<file path="src/hw/rtl/htg_ram.sv">
// ----------------------------------------------------------------------------
// htg_ram
// Generic simple dual-port RAM with one write port and a registered read.
// ----------------------------------------------------------------------------
module htg_ram #(
   parameter int WIDTH = 8,
   parameter int DEPTH = 256
) (
   input  logic                                        clock,
   input  logic                                        wr_en,
   input  logic [((DEPTH > 1) ? $clog2(DEPTH) : 1)-1:0] wr_addr,
   input  logic [WIDTH-1:0]                            wr_data,
   input  logic [((DEPTH > 1) ? $clog2(DEPTH) : 1)-1:0] rd_addr,
   output logic [WIDTH-1:0]                            rd_data
);

   logic [WIDTH-1:0] mem_ff [DEPTH];
   logic [WIDTH-1:0] rd_data_ff;

   always_ff @(posedge clock) begin
      if (wr_en) begin
         mem_ff[wr_addr] <= wr_data;
      end
      rd_data_ff <= mem_ff[rd_addr];
   end

   assign rd_data = rd_data_ff;

endmodule

</file>
<file path="config.mk">
export PLATFORM = sky130hd
export DESIGN_NAME = htg_ram
export DESIGN_NICKNAME = d
export VERILOG_FILES = /design/src/hw/rtl/htg_ram.sv
export SDC_FILE = /design/constraint.sdc
export NUM_CORES = 2
export LEC_CHECK = 0
export CAP_MARGIN = 30
export CORE_ASPECT_RATIO = 0.6
export CORE_MARGIN = 4
export CORE_UTILIZATION = 60
export CTS_BUF_LIST = sky130_fd_sc_hd__clkbuf_8
export DETAILED_ROUTE_END_ITERATION = 16
export DONT_BUFFER_PORTS = 1
export PLACE_DENSITY = 0.74
export SYNTH_ARGS = -nofsm -noshare
export SYNTH_HDL_FRONTEND = slang
export SYNTH_SLANG_ARGS = --single-unit
</file>
<file path="constraint.sdc">
create_clock -name clock -period 7.1 [get_ports clock]
set_input_delay 1.42 -clock clock [delete_from_list [all_inputs] [get_ports clock]]
set_output_delay 1.42 -clock clock [all_outputs]
set_load 0.05 [all_outputs]
</file>
### After elaboration in Yosys (flattened, before gate mapping)

Memory sizes are Yosys's and may differ from the RTL's. A register that Yosys moved wholly into a read port is not among the register bits.
Cells that the tools add are included.

* bits of input ports: 26
* output and inout port bits: 8
* memory bits (writable): 2048
* memories kept: 1
* register bits: 0

Memories
* mem_ff: words 256, bits a word 8, read ports 1, clocked after Yosys merged registers in 1, wr ports 1, line 17 `logic [WIDTH-1:0] mem_ff [DEPTH];`

* muxes and demuxes: 2

Operators with widths (number)
* 1-bit 2-to-1 mux: 2

### Logic depth before layout (Yosys ltp)

* depth in word-level cells: 2
* depth in mapped cells: 11

### Worst setup path before layout

No wires, ideal clock.

* kind: input to register
* start: input port rd_addr[0] in the netlist's numbering
* end: register rd_data_ff[2] (netlist: rd_data[2]), read port of mem_ff
* data required time: 6.969 ns
* arrival: 3.227 ns
* path slack: 3.742 ns
* path buffers: 4
* cell stages on the path: 9
* cell sequence: buf_6 -> buf_12 -> buf_8 -> buf_2 -> mux4_2 -> a22oi_1 -> a21oi_1 -> nor4_1 -> nor4_2

RTL lines
* start: declaration: line 13 `input logic [((DEPTH > 1) ? $clog2(DEPTH) : 1)-1:0] rd_addr,`
* end: declaration: line 18 `logic [WIDTH-1:0] rd_data_ff;`

==> summary.md <==
| Metric | Value |
|---|---|
| Status | finished, violations left |
| Failing checks | max-slew violations |
| Final worst path period need | 5.48 ns |
| Setup Crit Path Kind | in2reg |
| Initial core utilization | 0.605 |
| Largest cells by area after synthesis | edfxtp_1 77%, mux4_2 13%, mux2i_1 1.7%, nor2_1 1.3%, a22oi_1 1.3% |
| Hold Buf Count CTS | 0 |
| Crit path max-delay family | buffers and inverters |
| Nets | 3891 |
| Post-cts sizing count | 0 |
| Crit-path cells | buf_16 > buf_16 > buf_16 > mux4_2 > a22o_1 > a221oi_1 > o221ai_1 > a211oi_1 > nor4_1 |
| Critical path required time | 7.87 ns |
| Largest stage delay, worst path | 0.86 ns |
| Clk buf depth | 4 |
| Final setup violation count | 0 |
| Routed wire length | 191000 um |
| Area Growth Syn to Fin | 8.20% |
| Worst hold slack | 0.611 ns |
| Slew margin rel. | -0.410 |
| Post-Syn Instances | 3733 |
| WP buf/inv | 3 |
| Number of DRC markers in iteration 0 | 6464 |
| Num CTS Buffers | 294 |
| Clk root buf | clkbuf_8 |
| Largest net degree at the start of global routing | 579 |
| Die height | 290 um |
| Max frequency | 182 MHz |
| Share of the synthesized area in the top cell type | 0.773 |
| Gr usage total | 0.277 |
| Clk_lat worst skew | 0.96 ns |
| Full die area | 139000 um^2 |
| Clock-pin slew on the worst setup and hold paths | 0.06 ns |
| TritonCTS Sinks | 2056 |
| HP Class | in2reg |
| Crit path launch type | primary input |
| Synthesized area | 79600 um^2 |
| Yosys warns | 0 |
| Gpl congestion | 0.861 |
| Cell mode on critical path | buf_16 |
| Vias | 39774 |
| Port bufs | 0 |
| Max IR drop VDD | 220 uV |
| Post-synth net total | 3759 |
| DPL Wire Length | 108000 um |
| Antenna violations before repair | 8 |
| Slew Viols, Final | 201 |
| Worst path slowest cell | buf_16 |
| Period Utilization, post-route | 0.772 |
| Maxcap violations | 0 |
| #FFs+latches synth | 2056 |
| Crit end category | flip-flop |
| Post-synth top area cell | edfxtp_1 |
| Fin Clk Skew | 0.0603 ns |
| Tot Pwr | 22600 uW |
| Slew @ Worst Pin | 2.11 ns |
| CP arrival | 6.26 ns |
| PD cells | 263 nW/um^2 |
| First-pass GRT wire length | 278000 um |
| Layout cells sized above 1 | 0.216 |
| Synth Flop Type | edfxtp_1 |
| Row cnt | 103 |
| DRC | 0 |
| Post-synth ARST share | 0 |
| Detailed Routing Iterations Pass 1 | 6 |
| Chip Width | 478 um |
| Netlist cell types | 55 |
| Post-synth EDFFs | 2048 |
| Post-Route Setup TNS | 0 ns |
| Post-CTS setup buffers | 0 |
| DR WL/cell | 32.8 um |
| Leak | 0.0266 uW |
| Sequential area share after synthesis | 0.775 |
| Final Hold Viols | 0 |
| Unrepaired setup endpoints after global routing | false |
| Layout fillers | 8390 |
| H-tree levels | 5 |
| Routed Antenna Nets | 0 |
| Vias per cell | 6.81 |
| Worst-path fanout max | 174 |
| TritonCTS clock tree | built |
| # IOs | 34 |
| Core Util, Final | 0.654 |
| Core area | 132000 um^2 |
| Vias in the first global route | 38990 |
| GRT overflow | 0 |
| Syn_area_per_cell | 21.3 um^2 |
metrics by stage:
| stage | setup slack (ns) | instances | instance area [um^2] |
|---|---|---|---|
| 3_5_place_dp | 2.55 | 5340 | 80900 |
| 2_1_floorplan | 3.74 | 3733 | 79600 |
| 3_3_place_gp | 1.85 | 5325 | 80700 |
| 5_1_grt | 1.45 | 5836 | 86100 |
| 4_1_cts | 3.56 | 5820 | 85900 |
| 6_report | 1.62 | 5838 | 86100 |
registers in the layout, summed over array words and instances (netlist names):
signal and cells:
mem_ff 2048, rd_data 8
area by class of cell:
cell class,count,area [um^2],share of cell area
clock inverters,179,798,0.00927
well taps,1785,2230,0.0259
inverters,2,7.51,0.0000872
diodes,4,10.0,0.000116
flip-flops and latches,2056,61700,0.716
multi-input cells,1442,16500,0.192
clock buffers,301,4140,0.0481
repair buffers,69,684,0.00795
where the power goes:
part	switching (uW)	internal [uW]
clock	4300	4020
sequential	64.0	13400
combinational	469	382
final timing paths:
| path | startpoint | to | slack [ns] | cells after the start |
|---|---|---|---|---|
| setup reg to reg | mem_ff[209][3] | rd_data[3] | 3.97 | 6 |
| setup / recovery | rd_addr[0] | rd_data[5] | 1.62 | 9 |
| hold / removal | wr_data[4] | mem_ff[210][4] | 0.61 | 0 |
| hold reg to reg | mem_ff[41][3] | rd_data[3] | 0.91 | 6 |
routing by layer:
metal | vias up | routed length, um | GRT usage
met5 | - | 43 | 0
met4 | 6 | 3940 | 0.0774
met3 | 313 | 28600 | 0.101
met2 | 2795 | 80700 | 0.363
met1 | 20722 | 77900 | 0.443
li1 | 15938 | - | -
synthesized netlist by cell type, types with 3 or more instances:
cell,n
a211oi_1,16
a21oi_1,96
a221oi_1,13
a22o_1,8
a22oi_1,133
and2_1,6
buf_1,22
buf_12,8
buf_2,31
buf_4,27
buf_6,21
buf_8,13
clkbuf_1,111
dfxtp_1,8
edfxtp_1,2048
mux2i_1,134
mux4_2,454
nand2_1,33
nand2b_1,8
nand3_1,34
nand4_1,10
nor2_1,282
nor2b_1,31
nor3_1,22
nor4_1,24
nor4_2,3
o211ai_1,10
o21ai_0,10
o221ai_1,46
o22a_1,5
o22ai_1,28
o32ai_1,4
or2_2,4
logic make-up after synthesis:
kind of cell	count (synthesis)	synth area share
muxes	591	0.146
DFF	2056	0.775
buffers and inverters	235	0.0183
AOI/OAI and AO/OA	385	0.0342
and+or+nand+nor	466	0.0263
cells in the final DEF, fill, tap and decap left out, types with 4 or more instances in the layout:
master      instances
buf_4              53
a211oi_1           16
o22ai_1            28
edfxtp_1         2048
o21ai_0            10
clkinv_1           58
o211ai_1           10
a21oi_1            96
o221ai_1           46
nor2b_1            28
nor4_1             15
o22a_1              5
a22oi_1           133
o32ai_1             4
or2_2               4
buf_16              7
clkbuf_8          301
clkinv_2           10
a221oi_1           13
nand3_1            34
nand4_1            10
and2_1              5
nand2_1            33
diode_2             4
a22o_1              8
nor2_1            279
nand2b_1            8
nor4_2             12
dfxtp_1             8
buf_2               4
mux2i_1           134
nor3_1             22
inv_1             102
clkinvlp_4          4
mux4_2            454
No activity file was read; power rests on OpenSTA's default activity.
