## src/hw/rtl/htg_pkg.sv

```systemverilog
// ----------------------------------------------------------------------------
// htg_pkg
// Shared types and constants of the page-number hash table.
// ----------------------------------------------------------------------------
package htg_pkg;

   localparam int KEY_W         = 13;
   localparam logic [KEY_W-1:0] KEY_LIMIT = 13'h10FF;
   localparam int CSR_W         = 9;
   localparam logic [CSR_W-1:0] CSR_RESET = 9'd256;
   localparam int SLOT_OUT_W    = 8;
   localparam int COUNT_OUT_W   = 9;
   localparam int SLOTS_DEFAULT = 256;

   // The remainder unit retires two dividend bits per cycle.
   localparam int DIV_DW    = KEY_W + (KEY_W % 2);
   localparam int DIV_STEPS = DIV_DW / 2;
   localparam int DIV_CW    = (DIV_STEPS > 1) ? $clog2(DIV_STEPS) : 1;

   typedef enum logic [1:0] {
      STATUS_HIT      = 2'd0,
      STATUS_INSERTED = 2'd1,
      STATUS_RANGE    = 2'd2,
      STATUS_FULL     = 2'd3
   } status_type;

   typedef enum logic [2:0] {
      ST_CLEAR,
      ST_IDLE,
      ST_DIV,
      ST_PROBE,
      ST_FINISH
   } state_type;

endpackage

```

## src/hw/rtl/htg_rem.sv

```systemverilog
// ----------------------------------------------------------------------------
// htg_rem
// Iterative remainder unit: key modulo divisor, two bits per cycle.
// ----------------------------------------------------------------------------
module htg_rem
   import htg_pkg::*;
#(
   parameter int NW = 9
) (
   input  logic             clock,
   input  logic             reset,
   input  logic             start,
   input  logic [KEY_W-1:0] dividend,
   input  logic [NW-1:0]    divisor,
   output logic             done,
   output logic [NW-1:0]    remainder
);

   logic [DIV_DW-1:0] sh_ff, sh_in;
   logic [NW-1:0]     rem_ff, rem_in;
   logic [NW-1:0]     div_ff, div_in;
   logic [DIV_CW-1:0] cnt_ff, cnt_in;
   logic              busy_ff, busy_in;
   logic              done_ff, done_in;
   logic [NW-1:0]     stage_rem;
   logic [NW:0]       trial;

   always_comb begin
      stage_rem = rem_ff;
      trial     = '0;
      for (int i = 0; i < 2; i++) begin
         trial = {stage_rem, sh_ff[DIV_DW-1-i]};
         if (trial >= {1'b0, div_ff}) begin
            trial = trial - {1'b0, div_ff};
         end
         stage_rem = trial[NW-1:0];
      end
   end

   always_comb begin
      sh_in   = sh_ff;
      rem_in  = rem_ff;
      div_in  = div_ff;
      cnt_in  = cnt_ff;
      busy_in = busy_ff;
      done_in = 1'b0;
      if (start) begin
         sh_in   = DIV_DW'(dividend);
         rem_in  = '0;
         div_in  = divisor;
         cnt_in  = '0;
         busy_in = 1'b1;
      end else if (busy_ff) begin
         sh_in  = {sh_ff[DIV_DW-3:0], 2'b00};
         rem_in = stage_rem;
         cnt_in = cnt_ff + 1'b1;
         if (cnt_ff == DIV_CW'(DIV_STEPS - 1)) begin
            busy_in = 1'b0;
            done_in = 1'b1;
         end
      end
   end

   always_ff @(posedge clock) begin
      if (reset) begin
         busy_ff <= 1'b0;
         done_ff <= 1'b0;
         cnt_ff  <= '0;
      end else begin
         busy_ff <= busy_in;
         done_ff <= done_in;
         cnt_ff  <= cnt_in;
      end
      sh_ff  <= sh_in;
      rem_ff <= rem_in;
      div_ff <= div_in;
   end

   assign done      = done_ff;
   assign remainder = rem_ff;

endmodule
```

## config.mk

```make
export PLATFORM = sky130hd
export DESIGN_NAME = htg_rem
export DESIGN_NICKNAME = d
export VERILOG_FILES = /design/src/hw/rtl/htg_pkg.sv /design/src/hw/rtl/htg_rem.sv
export SDC_FILE = /design/constraint.sdc
export NUM_CORES = 1
export LEC_CHECK = 0
export BUFFER_PORTS_ARGS = -buffer_cell sky130_fd_sc_hd__buf_2
export CORE_UTILIZATION = 60
export DETAILED_ROUTE_END_ITERATION = 16
export PLACE_DENSITY = 0.83
export SYNTH_ARGS = -nofsm -noshare
export SYNTH_HDL_FRONTEND = slang
export SYNTH_SLANG_ARGS = --single-unit
```

## constraint.sdc

```tcl
create_clock -name clock -period 5.55 [get_ports clock]
set_input_delay 0.555 -clock clock [delete_from_list [all_inputs] [get_ports clock]]
set_output_delay 0.555 -clock clock [all_outputs]
set_load 0.005 [all_outputs]
```

-- Yosys cells after proc, flatten, opt, wreduce, memory -nomap -nowiden
Cells that the tools add are included.
- $add $sub $neg: 3
- order comparisons: 2
- equality and inequality tests: 1
- multiplexer cells: 8
- bitwise gates (word level): 1
- reduce and logical (&&, ||, !) cells: 3
- operators with widths (operator ; number):
    13-bit 2-to-1 mux ; 2
    10-bit by 9-bit >= comparator with 1-bit output ; 2
    9-bit 2-to-1 mux ; 2
    9-bit subtractor ; 2
    1-bit 2-to-1 mux ; 4
    3-bit by 1-bit adder with 3-bit output (second input constant) ; 1
    3-bit == test (second input constant) ; 1
    3-bit OR reduction ; 1
    2-bit nonzero test ; 1
    2-bit OR reduction ; 1
    1-bit NOT ; 1
- flip-flop bits (word level): 37
- input port bits: 25
- output and inout bits: 10
- word-level logic and storage cells: 25

-- Logic depth before layout (Yosys ltp)
Gate-level depths: netlist of the first run.
- depth in word-level cells: 4
- depth in mapped cells: 16
- gate-level depth less buffers: 15

-- Least setup slack after synthesis of the first run
No wires, ideal clock.
- kind: reg-to-reg
- start: register sh_ff[13]
- end: register rem_ff[0], in the netlist remainder[0]
- library setup time: 88 ps
- data arrival time: 3449 ps
- data required time: 5462 ps
- path slack: 2013 ps
- cell stages (with the launch flop): 17
- path buffers: 1
- clock period less this slack: 3537 ps
- cells stage by stage: dfxtp_1 > inv_1 > ha_1 > inv_1 > fa_1 > a211oi_2 > o211ai_2 > a21oi_4 > mux2_2 > ha_1 > a21oi_1 > a21oi_1 > o21ai_0 > o211ai_2 > buf_6 > and2_1 > o32ai_2
- longest elaborated chain between the ends: 4
- elaborated cells on any way between the ends: 5
- classes of those cells: 1 x add/sub; 2 x order compare; 2 x mux
- RTL lines (element ; line ; text):
    start, declared ; htg_rem.sv:19 ; logic [DIV_DW-1:0] sh_ff, sh_in;
    start signal, assigned ; htg_rem.sv:74 ; sh_ff <= sh_in;
    9-bit subtractor / 10-bit by 9-bit >= comparator with 1-bit output (equally long branches) ; htg_rem.sv:34, htg_rem.sv:33 ;
    9-bit 2-to-1 mux * ; htg_rem.sv:33 ; if (trial >= {1'b0, div_ff}) begin
    10-bit by 9-bit >= comparator with 1-bit output * ; htg_rem.sv:33 ;
    9-bit 2-to-1 mux * ; htg_rem.sv:33 ;
    end signal, assigned ; htg_rem.sv:75 ; rem_ff <= rem_in;
    end, declared ; htg_rem.sv:20 ; logic [NW-1:0] rem_ff, rem_in;
Every way passes the cells marked *; elsewhere a longest branch is shown, timed or not.
A chain may end at the register's enable or synchronous reset.

-- Worst setup path after layout of the first run
- start: register sh_ff[13]
- end: register rem_ff[6], in the netlist remainder[6]
- longest elaborated chain between the ends: 4
- elaborated cells on any way between the ends: 6
- classes of those cells: 2 x add/sub; 2 x order compare; 2 x mux
- RTL lines (element ; line):
    9-bit subtractor / 10-bit by 9-bit >= comparator with 1-bit output (equally long branches) ; htg_rem.sv:34, htg_rem.sv:33
    9-bit 2-to-1 mux * ; htg_rem.sv:33
    9-bit subtractor / 10-bit by 9-bit >= comparator with 1-bit output (equally long branches) ; htg_rem.sv:34, htg_rem.sv:33
    9-bit 2-to-1 mux * ; htg_rem.sv:33
Marks and branches as above.

==> metrics.txt, run 1 <==
status finished, final reports clean; fmax 0.247 GHz; final WL 5040 um; cell area after synthesis 0.00247 mm^2; CTS root buffer clkbuf_8; Slew @ Worst Pin ~0.90 ns; Critical Path End Type register; clk buf depth 2; Fin Setup TNS 0 ns; Post-DP HPWL roughly 3800 um; via density per instance 5.92; Yosys reg bits 37; DR DRC count 0; vias in the first global route between 1500 and 2000; htree depth 2; Critical Path RT between 5 and 6 ns; clock buffer count from CTS 5; Setup violations, final 0; Util after Layout 0.726; n_diodes 0; clk slew on worst S/H paths 0.07 ns; CP top delay family compound AO/OA/AOI/OAI gates; WL/cell ~16 um; power density over the cells between 300 and 400 mW/mm^2; GPL Wtd Cong ~0.9; Post-synth EDFFs 22; synthesized instance count roughly 230; Setup WS post-layout between 1 and 1.5 ns; core area between 0.003 and 0.004 mm^2; Synth area leaders edfxtp_1, dfxtp_1, ha_1; Layout Nets 311; PortBufs 34; syn avg cell area ~11 um^2; Netlist cell types 56; worst min path class in -> reg; Arr. time, crit path about 4.3 ns; pre-CTS setup slack between 1.5 and 2 ns; area share of the largest cell type after synthesis 0.268; worst hold start divisor[1]; Reg area a little under 0.001 mm^2; initial cell density of the core 0.650; P&R area growth vs syn 11.8%; post-route ant nets 0; Die ar. 0.00437 mm^2; crit path max fanout 11; Yosys top cell by area edfxtp_1; Chip Height 66.1 um; CP max-delay cell fa_1; hold buffers post-CTS 0; crit-path max cell delay 0.42 ns; FF-to-FF End remainder[6]$_SDFFE_PP0P_; Final Total Pwr 1.10 mW; Tot GR Track Use 0.261; Tmin final about 4.1 ns; share of layout cells above drive strength 1 0.260; cell count of the worst reg-to-reg path 15; worst hold stages 1; initial antenna violation count 0; YS warnings 0; RSZ-0062 raised after global routing no; area of the multi-input gates between 0.001 and 0.0015 mm^2; largest net degree at the start of global routing 40; Die X 66.1 um; leakage power 1.18 nW; crit-path cells inv_1 -> ha_1 -> inv_1 -> fa_1 -> a211oi_2 -> o211ai_2 -> a21oi_4 -> mux2_2 -> ha_1 -> a21oi_1 -> a21oi_1 -> o21ai_0 -> o211ai_2 -> nand2b_1 -> a311oi_2; FF-to-FF setup slack roughly 1.5 ns; reg2reg start sh_ff[13]$_SDFFE_PP0P_; Setup crit start sh_ff[13]$_SDFFE_PP0P_; Synth Flop Type edfxtp_1; CTS tree done; Worst slew margin 0.396; Final Instance Count excl. Fillers 313; Mapped Nets around 280; Hold Fails Final Rpt 0; maximum vdd drop 0.229 mV; Setup Fix Bufs, Post-CTS 0; # placed instances 305; drt pass-1 iters 4; Buf/Inv on CP 2; Hold EP div_ff[1]$_DFFE_PP_; final slew viol count 0; first-pass GRT wire length around 8300 um; grt ovf 0; post-route clock skew 0.00703 ns; num ports 35; maxcap violations 0; final worst-path cycle share 0.730; Seq/Total Area, Yosys 0.389; initial DRC count a little over 100; Post-CTS Resized 0; Clock Latency Late Sink 0.29 ns; row cnt 22; Post-synth ARST share 0; DR vias between 1500 and 2000; Setup CP Type reg -> reg; crit start category register; CTS sink cnt 37; Filler Cells Inserted roughly 270
placed cells by master (no fill, tap or decap), types with 3 or more instances in the layout:
cell      count
a21oi_1      11
edfxtp_1     22
clkbuf_8      5
buf_2        34
o21a_1        3
o211ai_1      3
nor3_1        6
and2_1        3
dfxtp_1      15
xnor2_1       4
nand2_1      10
inv_1        13
mux2_2       15
nand4_1       3
nor2_1       19
a211oi_1      8
ha_1         20
o211ai_2      3
xor2_1        6
mux2i_1       9
o21ai_0       6
nand2b_1      5
worst max-delay path by stage:
stage | end | slack, ns | cells after the start
5_1_grt | remainder[8]$_SDFFE_PP0P_ | 1.23 | 15
3_5_place_dp | remainder[6]$_SDFFE_PP0P_ | 1.57 | 15
4_1_cts | remainder[6]$_SDFFE_PP0P_ | 1.54 | 15
6_report | remainder[6]$_SDFFE_PP0P_ | 1.50 | 15
2_1_floorplan | remainder[0]$_SDFFE_PP0P_ | 2.01 | 16
3_3_place_gp | remainder[6]$_SDFFE_PP0P_ | 1.69 | 15
synthesized netlist by cell type, types with 2 or more instances:
cell type / n
edfxtp_1: 22
ha_1: 20
nor2_1: 19
dfxtp_1: 15
mux2_2: 15
inv_1: 13
a21oi_1: 11
nand2_1: 10
mux2i_1: 9
a211oi_1: 8
nor3_1: 6
o21ai_0: 6
xor2_1: 6
nand2b_1: 5
clkbuf_1: 4
xnor2_1: 4
and2_1: 3
buf_2: 3
nand4_1: 3
o211ai_1: 3
o211ai_2: 3
o21a_1: 3
a31oi_1: 2
and3_1: 2
fa_1: 2
nand3b_1: 2
nor2b_1: 2
o22ai_1: 2
or2_2: 2
report_power, final:
part           internal (mW)  leakage (nW)  switching [mW]
Sequential             0.323         0.344          0.0254
Clock                  0.133        0.0528          0.0914
Combinational          0.237         0.782           0.291
Total                  0.692          1.18           0.408
layer usage:
| metal | up-vias | wire [um] | track usage |
|---|---|---|---|
| li1 | 927 | - | - |
| met1 | 873 | 2360 | 0.344 |
| met2 | 45 | 2390 | 0.422 |
| met3 | 9 | 193 | 0.0534 |
| met4 | 0 | 93 | 0.0984 |
| met5 | - | 0 | 0 |
area by class of cell:
cell class | instances | share of cell area
multi-input cells | 173 | 0.512
clock inverters | 2 | 0.0122
clock buffers | 6 | 0.0263
repair buffers | 34 | 0.0617
flip-flops and latches | 37 | 0.348
well taps | 48 | 0.0218
inverters | 13 | 0.0177
per-stage QoR:
stage                     hold WS (ns)  area [um^2]
final                            0.437         2760
after CTS                        0.425         2760
after global placement           0.481         2650
after floorplan                  0.456         2470
after detailed placement         0.497         2650
after global routing             0.423         2760
cell families (layout without fill, tap and decap cells):
| group | Yosys count | after routing | share of synthesized area |
|---|---|---|---|
| AND/OR/NAND/NOR | 58 | 58 | 0.119 |
| AO/OA/AOI/OAI | 59 | 59 | 0.195 |
| buffers and inverters | 22 | 55 | 0.0380 |
| XOR/XNOR | 10 | 10 | 0.0355 |
| adder cells (fa/ha/maj) | 22 | 22 | 0.118 |
| multiplexers | 24 | 24 | 0.105 |
| flip-flops | 37 | 37 | 0.389 |
flip-flops by register name (all words and copies together) (netlist names):
register,cells
busy_ff,1
cnt_ff,3
div_ff,9
done,1
remainder,9
sh_ff,14
(Power assumes the default switching activity.)
==> run 2, diff against run 1 <==
Settings changed: CORE_UTILIZATION 60 to 57, PLACE_DENSITY 0.83 to 0.79.
Clock period 5.55 ns to 3.9 ns, I/O delays scaled along.
==> metrics.txt, run 2 (same netlist as run 1, synthesis figures left out) <==
status finished with violations; failing checks setup timing; Post-DP HPWL 3630 um; Layout Nets 324; cell count of the worst reg-to-reg path 17; final slew viol count 0; drt pass-1 iters 5; final worst-path cycle share 1.01; GPL Wtd Cong ~0.9; CTS tree done; share of layout cells above drive strength 1 0.360; Die ar. approximately 0.0046 mm^2; Setup WS post-layout -0.0536 ns; PortBufs 34; initial cell density of the core 0.604; maximum vdd drop 0.311 mV; P&R area growth vs syn 21.1%; via density per instance about 6.3; Tmin final 3.95 ns; DR vias 2077; Clock Latency Late Sink 0.31 ns; post-placement cell area between 0.002 and 0.003 mm^2; Hold Fails Final Rpt 0; commonest non-fill, non-tap cells in the layout buf_2, edfxtp_1, nor2_1; Slew @ Worst Pin 0.956 ns; Critical Path RT 4.05 ns; final WL roughly 6200 um; DR DRC count 0; clk slew on worst S/H paths around 0.08 ns; Largest register FFs 14; Critical Path End Type register; initial DRC count 205; row cnt 23; post-route clock skew around 0.013 ns; final instance area around 0.003 mm^2; Setup violations, final 3; crit path max fanout 5; post-route ant nets 0; CTS root buffer clkbuf_8; vias in the first global route about 1800; Arr. time, crit path 4.10 ns; Filler Cells Inserted between 200 and 300; Setup CP Type reg -> reg; crit start category register; htree depth 2; Tot GR Track Use 0.242; num ports 35; # placed instances roughly 310; clk buf depth 2; most common cell after layout, fill and taps aside buf_2; Util after Layout 0.731; clock buffer count from CTS 5; worst min path class in -> reg; first-pass GRT wire length between 8000 and 9000 um; Worst slew margin 0.362; initial antenna violation count 0; Chip Height roughly 68 um; Final Instance Count excl. Fillers about 330; grt ovf 0; core area 0.00409 mm^2; n_diodes 0; maxcap violations 0; largest net degree at the start of global routing 40; Die X slightly below 70 um; Top reg by flops sh_ff; CTS sink cnt 37; worst hold stages 1; fmax 0.253 GHz; power density over the cells 597 mW/mm^2; WL/cell about 19 um; leakage power about 1.2 nW
[run 2: report_power, final]
part	leakage, nW	internal [mW]	switching (mW)	total [mW]
sequential	0.344	0.460	0.0365	0.496
combinational	0.853	0.468	0.542	1.01
clock	0.0424	0.128	0.150	0.278
[run 2: worst max-delay path: stages, from the launching register on]
cell	delay [ns]
dfxtp_1	0.33
inv_2	0.09
ha_1	0.17
inv_1	0.06
fa_2	0.44
a211oi_4	0.31
o211ai_2	0.19
a21oi_4	0.27
buf_4	0.15
mux2_2	0.37
ha_4	0.31
nand3_2	0.12
a21oi_2	0.19
o21ai_2	0.11
buf_4	0.16
o211ai_4	0.14
mux2i_1	0.28
o22ai_1	0.12
[run 2: final cells by class]
type / count / area, um^2 / area share
Inverter: 13 / 48.8 / 0.0163
Timing Repair Buffer: 46 / 264 / 0.0884
Tap cell: 50 / 62.6 / 0.0209
Clock inverter: 1 / 8.76 / 0.00293
Multi-Input combinational cell: 174 / 1570 / 0.524
Clock buffer: 7 / 76.3 / 0.0255
Sequential cell: 37 / 961 / 0.322
[run 2: metrics by stage]
step | power, mW | setup slack, ns | hold slack (ns) | TNS (ns)
6_report | 1.78 | -0.0536 | 0.260 | -0.158
5_1_grt | 1.87 | -0.193 | 0.257 | -1.05
4_1_cts | 1.53 | 0.0243 | 0.262 | 0
3_5_place_dp | 1.25 | -0.0462 | 0.484 | -0.182
3_3_place_gp | 1.24 | 0.0610 | 0.476 | 0
2_1_floorplan | 1.10 | 0.363 | 0.456 | 0
[run 2: timing repair]
| item | in CTS | in global routing |
|---|---|---|
| resized for setup | 2 | 28 |
| pin swaps | 0 | 12 |
| hold buffers | 0 | 0 |
| cloned | 0 | 1 |
| setup endpoints to repair | 9 | 9 |
| buffers inserted | 0 | 10 |
[run 2: final timing paths]
kind                               start                         to  slack [ns]
setup / recovery  sh_ff[13]$_SDFFE_PP0P_  remainder[2]$_SDFFE_PP0P_       -0.05
hold / removal                divisor[6]        div_ff[6]$_DFFE_PP_        0.26
setup reg to reg  sh_ff[13]$_SDFFE_PP0P_  remainder[2]$_SDFFE_PP0P_       -0.05
hold reg to reg   cnt_ff[2]$_SDFFE_PP0P_            done$_SDFF_PP0_        0.50
[run 2: routing by layer]
metal	wire, um	vias to the layer above	global-route usage
met3	348	27	0.0524
met5	0	-	0
li1	-	965	-
met2	3060	102	0.380
met1	2590	983	0.317
met4	209	0	0.112
